--- src/hdl/gbfa_pkg.sv ---
// ----------------------------------------------------------------------------
// gbfa_pkg
// Shared types and code constants for the GB2312 font address decoder.
// ----------------------------------------------------------------------------
package gbfa_pkg;

  localparam logic [7:0]  HANZI_FIRST  = 8'hB0;
  localparam logic [7:0]  HANZI_LAST   = 8'hF7;
  localparam logic [7:0]  SYMBOL_FIRST = 8'hA1;
  localparam logic [7:0]  SYMBOL_LAST  = 8'hA3;
  localparam logic [7:0]  TRAIL_MIN    = 8'hA1;
  localparam logic [7:0]  ASCII_FIRST  = 8'h20;
  localparam logic [7:0]  ASCII_LAST   = 8'h7E;
  localparam logic [6:0]  ROW_CELLS    = 7'd94;
  localparam logic [12:0] HANZI_OFFSET = 13'd846;
  localparam logic [17:0] ASCII_BASE   = 18'h3CF80;
  localparam logic [7:0]  WIDE_STEP    = 8'd16;
  localparam logic [7:0]  NARROW_STEP  = 8'd8;

  typedef struct packed {
    logic [7:0] held_lead;
    logic       lead_pending;
    logic [7:0] cursor_column;
  } lead_state_t;

  typedef struct packed {
    logic        emit;
    logic        wide;
    logic [17:0] rom_address;
    logic [7:0]  column;
  } glyph_t;

endpackage

--- src/hdl/gbfa_decode.sv ---
// ----------------------------------------------------------------------------
// gbfa_decode
// Per-byte decode: pairs lead and trail bytes, maps ASCII, computes the glyph
// address and the next lead and cursor state.
// ----------------------------------------------------------------------------
module gbfa_decode (
  input  logic [7:0]          text_byte,
  input  logic                new_string,
  input  logic [7:0]          start_column,
  input  gbfa_pkg::lead_state_t state_cur,
  output gbfa_pkg::lead_state_t state_nxt,
  output gbfa_pkg::glyph_t    glyph
);

  logic [7:0]  col_cur;
  logic        pend_cur;
  logic [7:0]  lead_cur;
  logic        lead_hanzi;
  logic [7:0]  row_full;
  logic [6:0]  row_idx;
  logic [7:0]  trail_full;
  logic [13:0] row_base;
  logic [13:0] cell_sum;
  logic [12:0] glyph_idx;
  logic [7:0]  ascii_off;
  logic        byte_is_lead;
  logic        byte_is_ascii;

  assign col_cur  = new_string ? start_column : state_cur.cursor_column;
  assign pend_cur = new_string ? 1'b0 : state_cur.lead_pending;
  assign lead_cur = new_string ? 8'd0 : state_cur.held_lead;

  assign lead_hanzi = (lead_cur >= gbfa_pkg::HANZI_FIRST);
  assign row_full   = lead_hanzi ? (lead_cur - gbfa_pkg::HANZI_FIRST)
                                 : (lead_cur - gbfa_pkg::SYMBOL_FIRST);
  assign row_idx    = row_full[6:0];
  assign trail_full = text_byte - gbfa_pkg::TRAIL_MIN;
  assign row_base   = {7'd0, row_idx} * {7'd0, gbfa_pkg::ROW_CELLS};
  assign cell_sum   = row_base + {7'd0, trail_full[6:0]}
                    + (lead_hanzi ? {1'b0, gbfa_pkg::HANZI_OFFSET} : 14'd0);
  assign glyph_idx  = cell_sum[12:0];
  assign ascii_off  = text_byte - gbfa_pkg::ASCII_FIRST;

  assign byte_is_lead =
    ((text_byte >= gbfa_pkg::HANZI_FIRST) && (text_byte <= gbfa_pkg::HANZI_LAST)) ||
    ((text_byte >= gbfa_pkg::SYMBOL_FIRST) && (text_byte <= gbfa_pkg::SYMBOL_LAST));
  assign byte_is_ascii =
    (text_byte >= gbfa_pkg::ASCII_FIRST) && (text_byte <= gbfa_pkg::ASCII_LAST);

  always_comb begin
    glyph.emit        = 1'b0;
    glyph.wide        = 1'b0;
    glyph.rom_address = {glyph_idx, 5'd0};
    glyph.column      = col_cur;
    state_nxt.held_lead    = 8'd0;
    state_nxt.lead_pending = 1'b0;
    if (pend_cur && (text_byte >= gbfa_pkg::TRAIL_MIN)) begin
      glyph.emit = 1'b1;
      glyph.wide = 1'b1;
    end else if (text_byte == 8'd0) begin
      glyph.emit = 1'b0;
    end else if (byte_is_lead) begin
      state_nxt.held_lead    = text_byte;
      state_nxt.lead_pending = 1'b1;
    end else if (byte_is_ascii) begin
      glyph.emit        = 1'b1;
      glyph.rom_address = {6'd0, ascii_off[6:0], 5'd0} >> 1;
      glyph.rom_address = glyph.rom_address + gbfa_pkg::ASCII_BASE;
    end
    if (glyph.emit) begin
      state_nxt.cursor_column = col_cur
        + (glyph.wide ? gbfa_pkg::WIDE_STEP : gbfa_pkg::NARROW_STEP);
    end else begin
      state_nxt.cursor_column = col_cur;
    end
  end

endmodule

--- src/hdl/gb2312_font_address_decoder.sv ---
// ----------------------------------------------------------------------------
// gb2312_font_address_decoder
// Turns a mixed GB2312 / ASCII byte stream into font ROM glyph addresses with
// their display columns.
// ----------------------------------------------------------------------------
// One text byte is taken per clock cycle, sustained, while in_stall is low. A
// byte passes through an input register, is decoded combinationally against
// the held lead byte and the cursor, and its glyph (if any) lands in the
// output register. The output register is the only buffer: a stalled output
// holds back the input only when the byte in the input register would produce
// a glyph; bytes that produce none keep flowing. A double-byte glyph is
// emitted on its trail byte.
module gb2312_font_address_decoder (
  input  logic        clk,
  input  logic        rst_n,
  input  logic        in_valid,
  output logic        in_stall,
  input  logic [7:0]  in_text_byte,
  input  logic        in_new_string,
  input  logic [7:0]  in_start_column,
  input  logic [2:0]  in_page,
  input  logic        in_invert,
  output logic        out_valid,
  input  logic        out_stall,
  output logic [17:0] out_rom_address,
  output logic        out_wide_glyph,
  output logic [7:0]  out_glyph_column,
  output logic [2:0]  out_glyph_page,
  output logic        out_glyph_invert
);

  logic        s1_valid_r;
  logic [7:0]  s1_byte_r;
  logic        s1_new_r;
  logic [7:0]  s1_col_r;
  logic [2:0]  s1_page_r;
  logic        s1_inv_r;

  gbfa_pkg::lead_state_t state_r;
  gbfa_pkg::lead_state_t state_nxt;
  gbfa_pkg::glyph_t      glyph;

  logic        out_valid_r;
  logic [17:0] out_addr_r;
  logic        out_wide_r;
  logic [7:0]  out_col_r;
  logic [2:0]  out_page_r;
  logic        out_inv_r;

  logic out_free;
  logic s1_adv;
  logic in_take;

  gbfa_decode u_decode (
    .text_byte    (s1_byte_r),
    .new_string   (s1_new_r),
    .start_column (s1_col_r),
    .state_cur    (state_r),
    .state_nxt    (state_nxt),
    .glyph        (glyph)
  );

  assign out_free = !out_valid_r || !out_stall;
  assign s1_adv   = s1_valid_r && (!glyph.emit || out_free);
  assign in_stall = s1_valid_r && !s1_adv;
  assign in_take  = in_valid && !in_stall;

  always_ff @(posedge clk) begin
    if (!rst_n) begin
      s1_valid_r <= 1'b0;
    end else if (in_take) begin
      s1_valid_r <= 1'b1;
    end else if (s1_adv) begin
      s1_valid_r <= 1'b0;
    end
  end

  always_ff @(posedge clk) begin
    if (in_take) begin
      s1_byte_r <= in_text_byte;
      s1_new_r  <= in_new_string;
      s1_col_r  <= in_start_column;
      s1_page_r <= in_page;
      s1_inv_r  <= in_invert;
    end
  end

  always_ff @(posedge clk) begin
    if (!rst_n) begin
      state_r <= '0;
    end else if (s1_adv) begin
      state_r <= state_nxt;
    end
  end

  always_ff @(posedge clk) begin
    if (!rst_n) begin
      out_valid_r <= 1'b0;
    end else if (s1_adv && glyph.emit) begin
      out_valid_r <= 1'b1;
    end else if (!out_stall) begin
      out_valid_r <= 1'b0;
    end
  end

  always_ff @(posedge clk) begin
    if (s1_adv && glyph.emit) begin
      out_addr_r <= glyph.rom_address;
      out_wide_r <= glyph.wide;
      out_col_r  <= glyph.column;
      out_page_r <= s1_page_r;
      out_inv_r  <= s1_inv_r;
    end
  end

  assign out_valid        = out_valid_r;
  assign out_rom_address  = out_addr_r;
  assign out_wide_glyph   = out_wide_r;
  assign out_glyph_column = out_col_r;
  assign out_glyph_page   = out_page_r;
  assign out_glyph_invert = out_inv_r;

`ifndef SYNTHESIS
  a_pending_is_lead : assert property (@(posedge clk) disable iff (!rst_n)
    state_r.lead_pending |->
      ((state_r.held_lead >= gbfa_pkg::HANZI_FIRST) &&
       (state_r.held_lead <= gbfa_pkg::HANZI_LAST)) ||
      ((state_r.held_lead >= gbfa_pkg::SYMBOL_FIRST) &&
       (state_r.held_lead <= gbfa_pkg::SYMBOL_LAST)))
    else $error("pending lead holds a non-lead byte");

  a_idle_lead_clear : assert property (@(posedge clk) disable iff (!rst_n)
    !state_r.lead_pending |-> (state_r.held_lead == 8'd0))
    else $error("held lead not cleared");

  a_narrow_range : assert property (@(posedge clk) disable iff (!rst_n)
    (out_valid_r && !out_wide_r) |->
      (out_addr_r >= gbfa_pkg::ASCII_BASE) && (out_addr_r[3:0] == 4'd0))
    else $error("narrow glyph address out of ascii area");

  a_wide_range : assert property (@(posedge clk) disable iff (!rst_n)
    (out_valid_r && out_wide_r) |->
      (out_addr_r < gbfa_pkg::ASCII_BASE) && (out_addr_r[4:0] == 5'd0))
    else $error("wide glyph address out of hanzi area");

  a_zero_drops_lead : assert property (@(posedge clk) disable iff (!rst_n)
    (s1_adv && (s1_byte_r == 8'd0)) |=> !state_r.lead_pending)
    else $error("zero byte left a lead pending");
`endif

endmodule

--- config.mk ---
export PLATFORM = sky130hd
export DESIGN_NAME = gb2312_font_address_decoder
export DESIGN_NICKNAME = d
export VERILOG_FILES = /design/src/hdl/gbfa_pkg.sv /design/src/hdl/gbfa_decode.sv /design/src/hdl/gb2312_font_address_decoder.sv
export SDC_FILE = /design/constraint.sdc
export NUM_CORES = 1
export LEC_CHECK = 0
export BUFFER_PORTS_ARGS = -buffer_cell sky130_fd_sc_hd__buf_4
export CAP_MARGIN = 30
export CORE_AREA = 2 2 94 96
export CTS_BUF_LIST = sky130_fd_sc_hd__clkbuf_4 sky130_fd_sc_hd__clkbuf_8 sky130_fd_sc_hd__clkbuf_16
export DETAILED_ROUTE_END_ITERATION = 8
export DIE_AREA = 0 0 96 98
export GPL_ROUTABILITY_DRIVEN = 0
export GPL_TIMING_DRIVEN = 0
export PLACE_DENSITY = 0.78
export SYNTH_ARGS = -nofsm -noshare
export SYNTH_HDL_FRONTEND = slang
export SYNTH_SLANG_ARGS = --single-unit
--- constraint.sdc ---
create_clock -name clk -period 8.05 [get_ports clk]
set_input_delay 1.61 -clock clk [delete_from_list [all_inputs] [get_ports clk]]
set_output_delay 1.61 -clock clk [all_outputs]
set_load 0.005 [all_outputs]
==> summary.md, run 1 <==
| Metric | Value |
|---|---|
| Num Clock Sinks | 67 |
| Tcrit/Tclk final | 0.926 |
| Combinational power share | 0.437 |
| DIE WIDTH | 96 um |
| Ys async rst share | 0 |
| Area contributors post-synth | edfxtp_1 32%, ha_1 13%, dfxtp_1 8.4%, fa_1 7.6%, inv_1 4.6% |
| Kind of critical path | reg2reg |
| Synth Area in Compound Gates | 0.111 |
| Most frequent cells in the layout | 57 x buf_4, 55 x inv_1, 48 x edfxtp_1, 47 x ha_1, 33 x nand2_1 |
| Final ANT Viol Nets | 0 |
| CP Capture Type | flip-flop |
| Initial drt markers | 167 |
| Clk_lat worst skew | 0.34 ns |
| Largest net degree at the start of global routing | 24 |
| NetSw | 0.432 mW |
| Pins over their slew limit | 0 |
| Worst Path Required | 8.15 ns |
| Die area | 0.00941 mm^2 |
| Core ar. | 0.00847 mm^2 |
| Overall Global Routing Usage | 0.208 |
| RSZ-0062 raised after global routing | no |
| Via/cell ratio | 5.48 |
| Pint | 0.799 mW |
| Register area share after synthesis | 0.404 |
| FP Rows | 34 |
| Slew @ Worst Pin | 0.705 ns |
| Synth Area in XOR/XNOR | 0.0614 |
| Synth area leader | edfxtp_1 |
| Crit-path max cell delay | 0.53 ns |
| Crit-path slowest cell | buf_1 |
| Drt wl/cell | 15.1 um |
| Main synth FF type | edfxtp_1 |
| Synth unique cells | 56 |
| Sw frac | 0.351 |
| PwrDens | 233 mW/mm^2 |
| Largest family of logic cells by synthesized area | adder cells |
| Skew final | 0.0116 ns |
| Leakage power | 2.30 nW |
| Via count | 3333 |
| Top-area cell type share of the netlist area | 0.320 |
| Worst Path Arrival | 7.55 ns |
| Post-Syn Area per Cell | 10.6 um^2 |
| Area Overhead vs Synth | 17.4% |
| Min cycle time layout | 7.46 ns |
| Gr ovfl total | 0 |
| Final hold vios | 0 |
| Adder-cell share of the synthesized area | 0.206 |
| Layout Utilization | 0.625 |
| Detailed-route wire length | 9180 um |
| Die Height | 98 um |
| Most common cell after layout, fill and taps aside | buf_4 |
| CTS root buf | clkbuf_8 |
| CTS tree | done |
| CP max FO | 10 |
| Final setup TNS | 0 ns |
| Port Buf Inserts | 52 |
| Setup Buffers After CTS | 0 |
| Max-slew headroom | 0.523 |
| Sequential power share | 0.336 |
| DPL Wire Length | 6990 um |
| Worst setup SP type | flip-flop |
| Synthesized flop and latch total | 67 |
| Post-Synth Simple-Gate Area | 0.125 |
| Setup-failing EPs final | 0 |
| Status | finished clean |
| Antenna violations before repair | 0 |
| Share of cells above drive strength 1 | 0.190 |
| Bufs on Longest Clock Path | 2 |
| Worst Hold Class | reg2reg |
| H-tree levels | 3 |
| Post-cts resize count | 0 |
| Vias in the first global route | 3432 |
| Residual DRC | 0 |
| # hold bufs at CTS | 0 |
| Number of I/O pins | 58 |
| Initial DRT Pass Iterations | 4 |
| Reg area | 0.00182 mm^2 |
| Mapped Cells | 426 |
| Multi-input logic area | 0.00241 mm^2 |
| Nets | 584 |
| Max VDD drop | 0.000147 V |
| Synth warn | 0 |
| Post-Syn Area | 0.00451 mm^2 |
| Starting Density | 0.532 |
| Antenna diode count | 0 |
| Total power | 1.23 mW |
| Max-cap viol count | 0 |
| Post-synth EDFFs | 48 |
| Number of fill cells in the layout | 658 |
| Clock share of power | 0.227 |
| Top cell by count, worst path | ha_1 |
| Clock transition at path regs | 0.08 ns |
| Mux cell area share after synthesis | 0.0258 |
| CTS buffer count | 9 |
| First-pass GRT wire length | 15400 um |
| Fmax achieved | 0.134 GHz |
## path summary, 6_finish.rpt
kind,to,startpoint,depth (start not counted),slack [ns]
worst max-delay path,out_rom_address[17],s1_new_r,25,0.59
worst min-delay path,out_glyph_page[2],s1_page_r[2],0,0.42
worst min register to register,out_glyph_page[2],s1_page_r[2],0,0.42
worst max register to register,out_rom_address[17],s1_new_r,25,0.59
## layer usage
metal / routed length [um] / global-route usage / vias up
li1: - / - / 1599
met1: 3960 / 0.258 / 1633
met2: 4780 / 0.363 / 89
met3: 318 / 0.0370 / 12
met4: 125 / 0.0648 / 0
met5: 0 / 0 / -
## layout make-up
cell class | count | share of cell area
multi-input combinational | 293 | 0.455
sequential | 67 | 0.344
inverter | 55 | 0.0390
timing repair buffer | 55 | 0.0839
clock buffer | 9 | 0.0234
clock inverter | 7 | 0.0130
buffer | 14 | 0.0163
tap | 108 | 0.0255
## registers in the layout, indices dropped and copies added (netlist names)
signal / count
s1_valid_r: 1
s1_byte_r: 8
s1_page_r: 3
state_r: 17
out_glyph_invert: 1
out_wide_glyph: 1
s1_col_r: 8
out_glyph_column: 8
s1_new_r: 1
out_valid: 1
out_rom_address: 14
s1_inv_r: 1
out_glyph_page: 3
## power groups by stage
stage / Combinational, mW / Clock, mW / Sequential (mW)
floorplan: 0.423 / 0 / 0.420
global placement: 0.511 / 0 / 0.420
detailed placement: 0.533 / 0 / 0.421
CTS: 0.537 / 0.284 / 0.413
global route: 0.612 / 0.295 / 0.415
finish: 0.539 / 0.279 / 0.413
## cell families after synthesis
family                     count (synthesis)
xor gates and xnor gates                  30
AOI/OAI and AO/OA                         74
buffers and inverters                     69
other                                      1
muxes                                     11
adders and majority gates                 64
and+or+nand+nor                          110
DFF                                       67
## worst max-delay path, delay by kind of cell (launching register included)
kind | cells | cell delay, ns
compound gates | 6 | 1.17
simple gates | 5 | 1.24
flops | 1 | 0.33
buf+inv | 4 | 1.27
fa+ha+maj | 7 | 2.67
xor+xnor | 3 | 0.52
## synth_stat cells (7+ instances only)
| cell | instances |
|---|---|
| o21ai_0 | 12 |
| a21oi_1 | 17 |
| fa_1 | 17 |
| edfxtp_1 | 48 |
| ha_1 | 47 |
| dfxtp_1 | 19 |
| nand2_1 | 33 |
| xnor2_1 | 20 |
| nand2b_1 | 7 |
| nor2b_1 | 13 |
| inv_1 | 55 |
| nor3_1 | 7 |
| a21boi_1 | 7 |
| xor2_1 | 9 |
| nor2_1 | 22 |
## per-stage QoR
stage / cells / hold WS, ns / worst slack (ns) / area (um^2)
after floorplan: 429 / 0.400 / 1.50 / 4520
after global placement: 589 / 0.403 / 0.790 / 5040
after detailed placement: 592 / 0.405 / 0.605 / 5100
after CTS: 608 / 0.424 / 0.580 / 5290
after global routing: 608 / 0.431 / 0.0512 / 5290
final: 608 / 0.424 / 0.593 / 5290
No activity file was read; power rests on OpenSTA's default activity.
==> inputs of run 2 (changes only) <==
Settings changed: ABC_AREA set to 1, CORE_AREA 2 2 94 96 to 2 2 96 98, DIE_AREA 0 0 96 98 to 0 0 98 100.
==> run 2 against run 1 <==
Compared with the run above: synthesized cell count grew 25%; die area grew 4.2%; non-clock buffer count shrank 1; synthesized area grew 5.4%; flip-flop and latch count is the same; largest cell class unchanged; largest power group unchanged.
==> summary.md, run 2 <==
| Metric | Value |
|---|---|
| Status | finished clean |
| Core ar. | 0.00889 mm^2 (+5.0%) |
| Residual DRC | 0 (unchanged) |
| Slew @ Worst Pin | 0.806 ns (+0.101 ns) |
| Post-synth EDFFs | 48 (unchanged) |
| Detailed-route wire length | 9940 um (+8.3%) |
| Worst Path Arrival | 6.84 ns (-0.71 ns) |
| Ys async rst share | 0 (unchanged) |
| Worst Hold Class | reg2reg |
| Number of I/O pins | 58 (unchanged) |
| Via count | 3806 (+14%) |
| Register area share after synthesis | 0.384 (-0.0206) |
| Most frequent cells in the layout | 90 x nand2_1, 90 x inv_1, 60 x buf_4, 48 x edfxtp_1, 47 x ha_1 |
| Initial drt markers | 135 (-19%) |
| Antenna violations before repair | 0 (unchanged) |
| Max VDD drop | 0.000111 V (-24%) |
| Top post-synthesis cells by count | 90 x inv_1, 90 x nand2_1, 48 x edfxtp_1 |
| Bufs on Longest Clock Path | 2 (unchanged) |
| Nets | 691 (+18%) |
| Crit Reg-Reg Startpoint | s1_new_r |
| Die Height | 100 um (+2.0%) |
| Min cycle time layout | 6.73 ns (-0.731 ns) |
| Via/cell ratio | 5.30 (-3.3%) |
| RSZ-0062 raised after global routing | no |
| CTS tree | done |
| NetSw | 0.485 mW (+12%) |
| FP Rows | 35 (+2.9%) |
| Fmax achieved | 0.149 GHz (+11%) |
| Kind of critical path | reg2reg |
| Synth warn | 0 (unchanged) |
| Clock share of power | 0.244 (+0.017) |
| Gr ovfl total | 0 (unchanged) |
| Area Overhead vs Synth | 16.8% |
| Vias in the first global route | 3846 (+12%) |
| Design area | 0.00555 mm^2 (+4.8%) |
| Port Buf Inserts | 53 (+1.9%) |
| Drt wl/cell | 13.8 um (-8.3%) |
| Sequential power share | 0.319 (-0.017) |
| Clk_lat worst skew | 0.35 ns (about the same) |
| Pins over their slew limit | 0 (unchanged) |
| Dpl cells | 702 (+19%) |
| # hold bufs at CTS | 0 (unchanged) |
| Top Layer Used | met4 |
| Antenna diode count | 0 (unchanged) |
| Synthesized flop and latch total | 67 (unchanged) |
| Post-Syn Area | 0.00475 mm^2 (+5.4%) |
| Most flops, register | state_r |
| Placed inst area | 0.00532 mm^2 (+4.4%) |
| Number of flip-flops in the largest register | 17 (unchanged) |
| Final hold vios | 0 (unchanged) |
| Max-cap viol count | 0 (unchanged) |
| Max-slew headroom | 0.462 (-0.0613) |
| Final ANT Viol Nets | 0 (unchanged) |
| CP max FO | 10 (unchanged) |
| Die area | 0.00980 mm^2 (+4.2%) |
| Met2 WL | 5320 um (+11%) |
| Setup-failing EPs final | 0 (unchanged) |
| Leakage power | 2.67 nW (+16%) |
| Metal-1 WL | 3840 um (-3.0%) |
| DIE WIDTH | 98 um (+2.1%) |
| Skew final | 0.00954 ns (-0.00207 ns) |
| Worst Setup SP | s1_new_r |
| Starting Density | 0.534 (+0.00176) |
| Post-Syn Area per Cell | 8.89 um^2 (-16%) |
| Setup Buffers After CTS | 0 (unchanged) |
| Met3 wire len | 576 um (+81%) |
| Tcrit/Tclk final | 0.836 (-0.0908) |
| CTS root buf | clkbuf_8 |
| Post-cts resize count | 0 (unchanged) |
| Hold_sp | s1_page_r[2] |
| Pint | 0.803 mW (+0.44%) |
| Worst setup SP type | flip-flop |
| Final setup TNS | 0 ns (unchanged) |
| Synth area leader | edfxtp_1 |
| Area contributors post-synth | edfxtp_1 30%, ha_1 12%, dfxtp_1 8.0%, fa_1 7.2%, inv_1 7.1% |
| Post-Layout Cell Count | 718 (+18%) |
| PwrDens | 232 mW/mm^2 (-0.18%) |
| Worst Path Required | 8.16 ns (about the same) |
| Initial DRT Pass Iterations | 5 (+1) |
| Overall Global Routing Usage | 0.210 (+0.00250) |
| Clock transition at path regs | 0.08 ns (about the same) |
| Main synth FF type | edfxtp_1 |
| H-tree levels | 3 (unchanged) |
| CTS buffer count | 9 (unchanged) |
| Largest net degree at the start of global routing | 25 (+4.2%) |
| DPL Wire Length | 7590 um (+8.7%) |
| CP Capture Type | flip-flop |
| Combinational power share | 0.437 (about the same) |
| Sw frac | 0.376 (+0.0257) |
| Mapped Cells | 534 (+25%) |
| Num Clock Sinks | 67 (unchanged) |
| Share of cells above drive strength 1 | 0.163 (-0.0269) |
| Synth unique cells | 38 (-32%) |
| Top-area cell type share of the netlist area | 0.304 (-0.0163) |
| First-pass GRT wire length | 16700 um (+8.2%) |
[run 2: metal layers]
layer	track usage	up-vias
met5	0	-
met3	0.0487	25
met4	0.0780	0
met2	0.399	126
met1	0.227	1773
li1	-	1882
[run 2: per-stage QoR]
step | setup WS, ns | utilization | hold WS, ns | power (mW)
4_1_cts | 1.30 | 0.624 | 0.424 | 1.28
3_5_place_dp | 1.32 | 0.599 | 0.405 | 0.966
2_1_floorplan | 2.25 | - | 0.400 | 0.842
5_1_grt | 0.624 | 0.624 | 0.431 | 1.38
6_report | 1.32 | 0.624 | 0.422 | 1.29
3_3_place_gp | 1.49 | 0.596 | 0.402 | 0.937
[run 2: final timing paths]
check                        end  slack (ns)  cells past startpoint
max          out_rom_address[16]        1.32                     26
min            out_glyph_page[2]        0.42                      0
max reg2reg  out_rom_address[16]        1.32                     26
min reg2reg    out_glyph_page[2]        0.42                      0
[run 2: kinds of logic after synthesis]
group / synth area share
AO/OA/AOI/OAI: 0.0872
XOR/XNOR: 0.0443
adder cells (fa/ha/maj): 0.196
buffers and inverters: 0.0938
flip-flops: 0.384
multiplexers: 0.00843
other: 0.000790
AND/OR/NAND/NOR: 0.186
[run 2: power groups by stage]
stage               combinational [mW]  sequential (mW)  clock, mW
finish                           0.562            0.411      0.315
global route                     0.638            0.413      0.332
CTS                              0.555            0.411      0.316
detailed placement               0.548            0.418          0
global placement                 0.519            0.418          0
floorplan                        0.424            0.417          0
[run 2: final cells by class]
cell class	count	area (um^2)
tap	111	139
timing repair buffer	54	425
clock buffer	10	131
fill	716	3340
sequential	67	1820
clock inverter	6	90.1
inverter	93	349
buffer	14	96.3
multi-input combinational	363	2490
[run 2: critical path: stages, from the launching register on]
cell and delay (ns):
edfxtp_1 0.38, inv_1 0.09, buf_2 0.20, nand2_1 0.08, inv_1 0.09, ha_1 0.21
o21ai_1 0.49, inv_1 0.34, or2_2 0.35, a21oi_1 0.23, inv_1 0.17, fa_1 0.48
ha_1 0.23, fa_1 0.58, inv_1 0.07, fa_1 0.47, o21ai_0 0.38, a21oi_1 0.11
o21ai_0 0.21, xor2_1 0.11, ha_1 0.37, nand2_1 0.10, nor3_1 0.22, nand3_1 0.11
o2111ai_1 0.14, o21ai_0 0.11, a21o_1 0.17
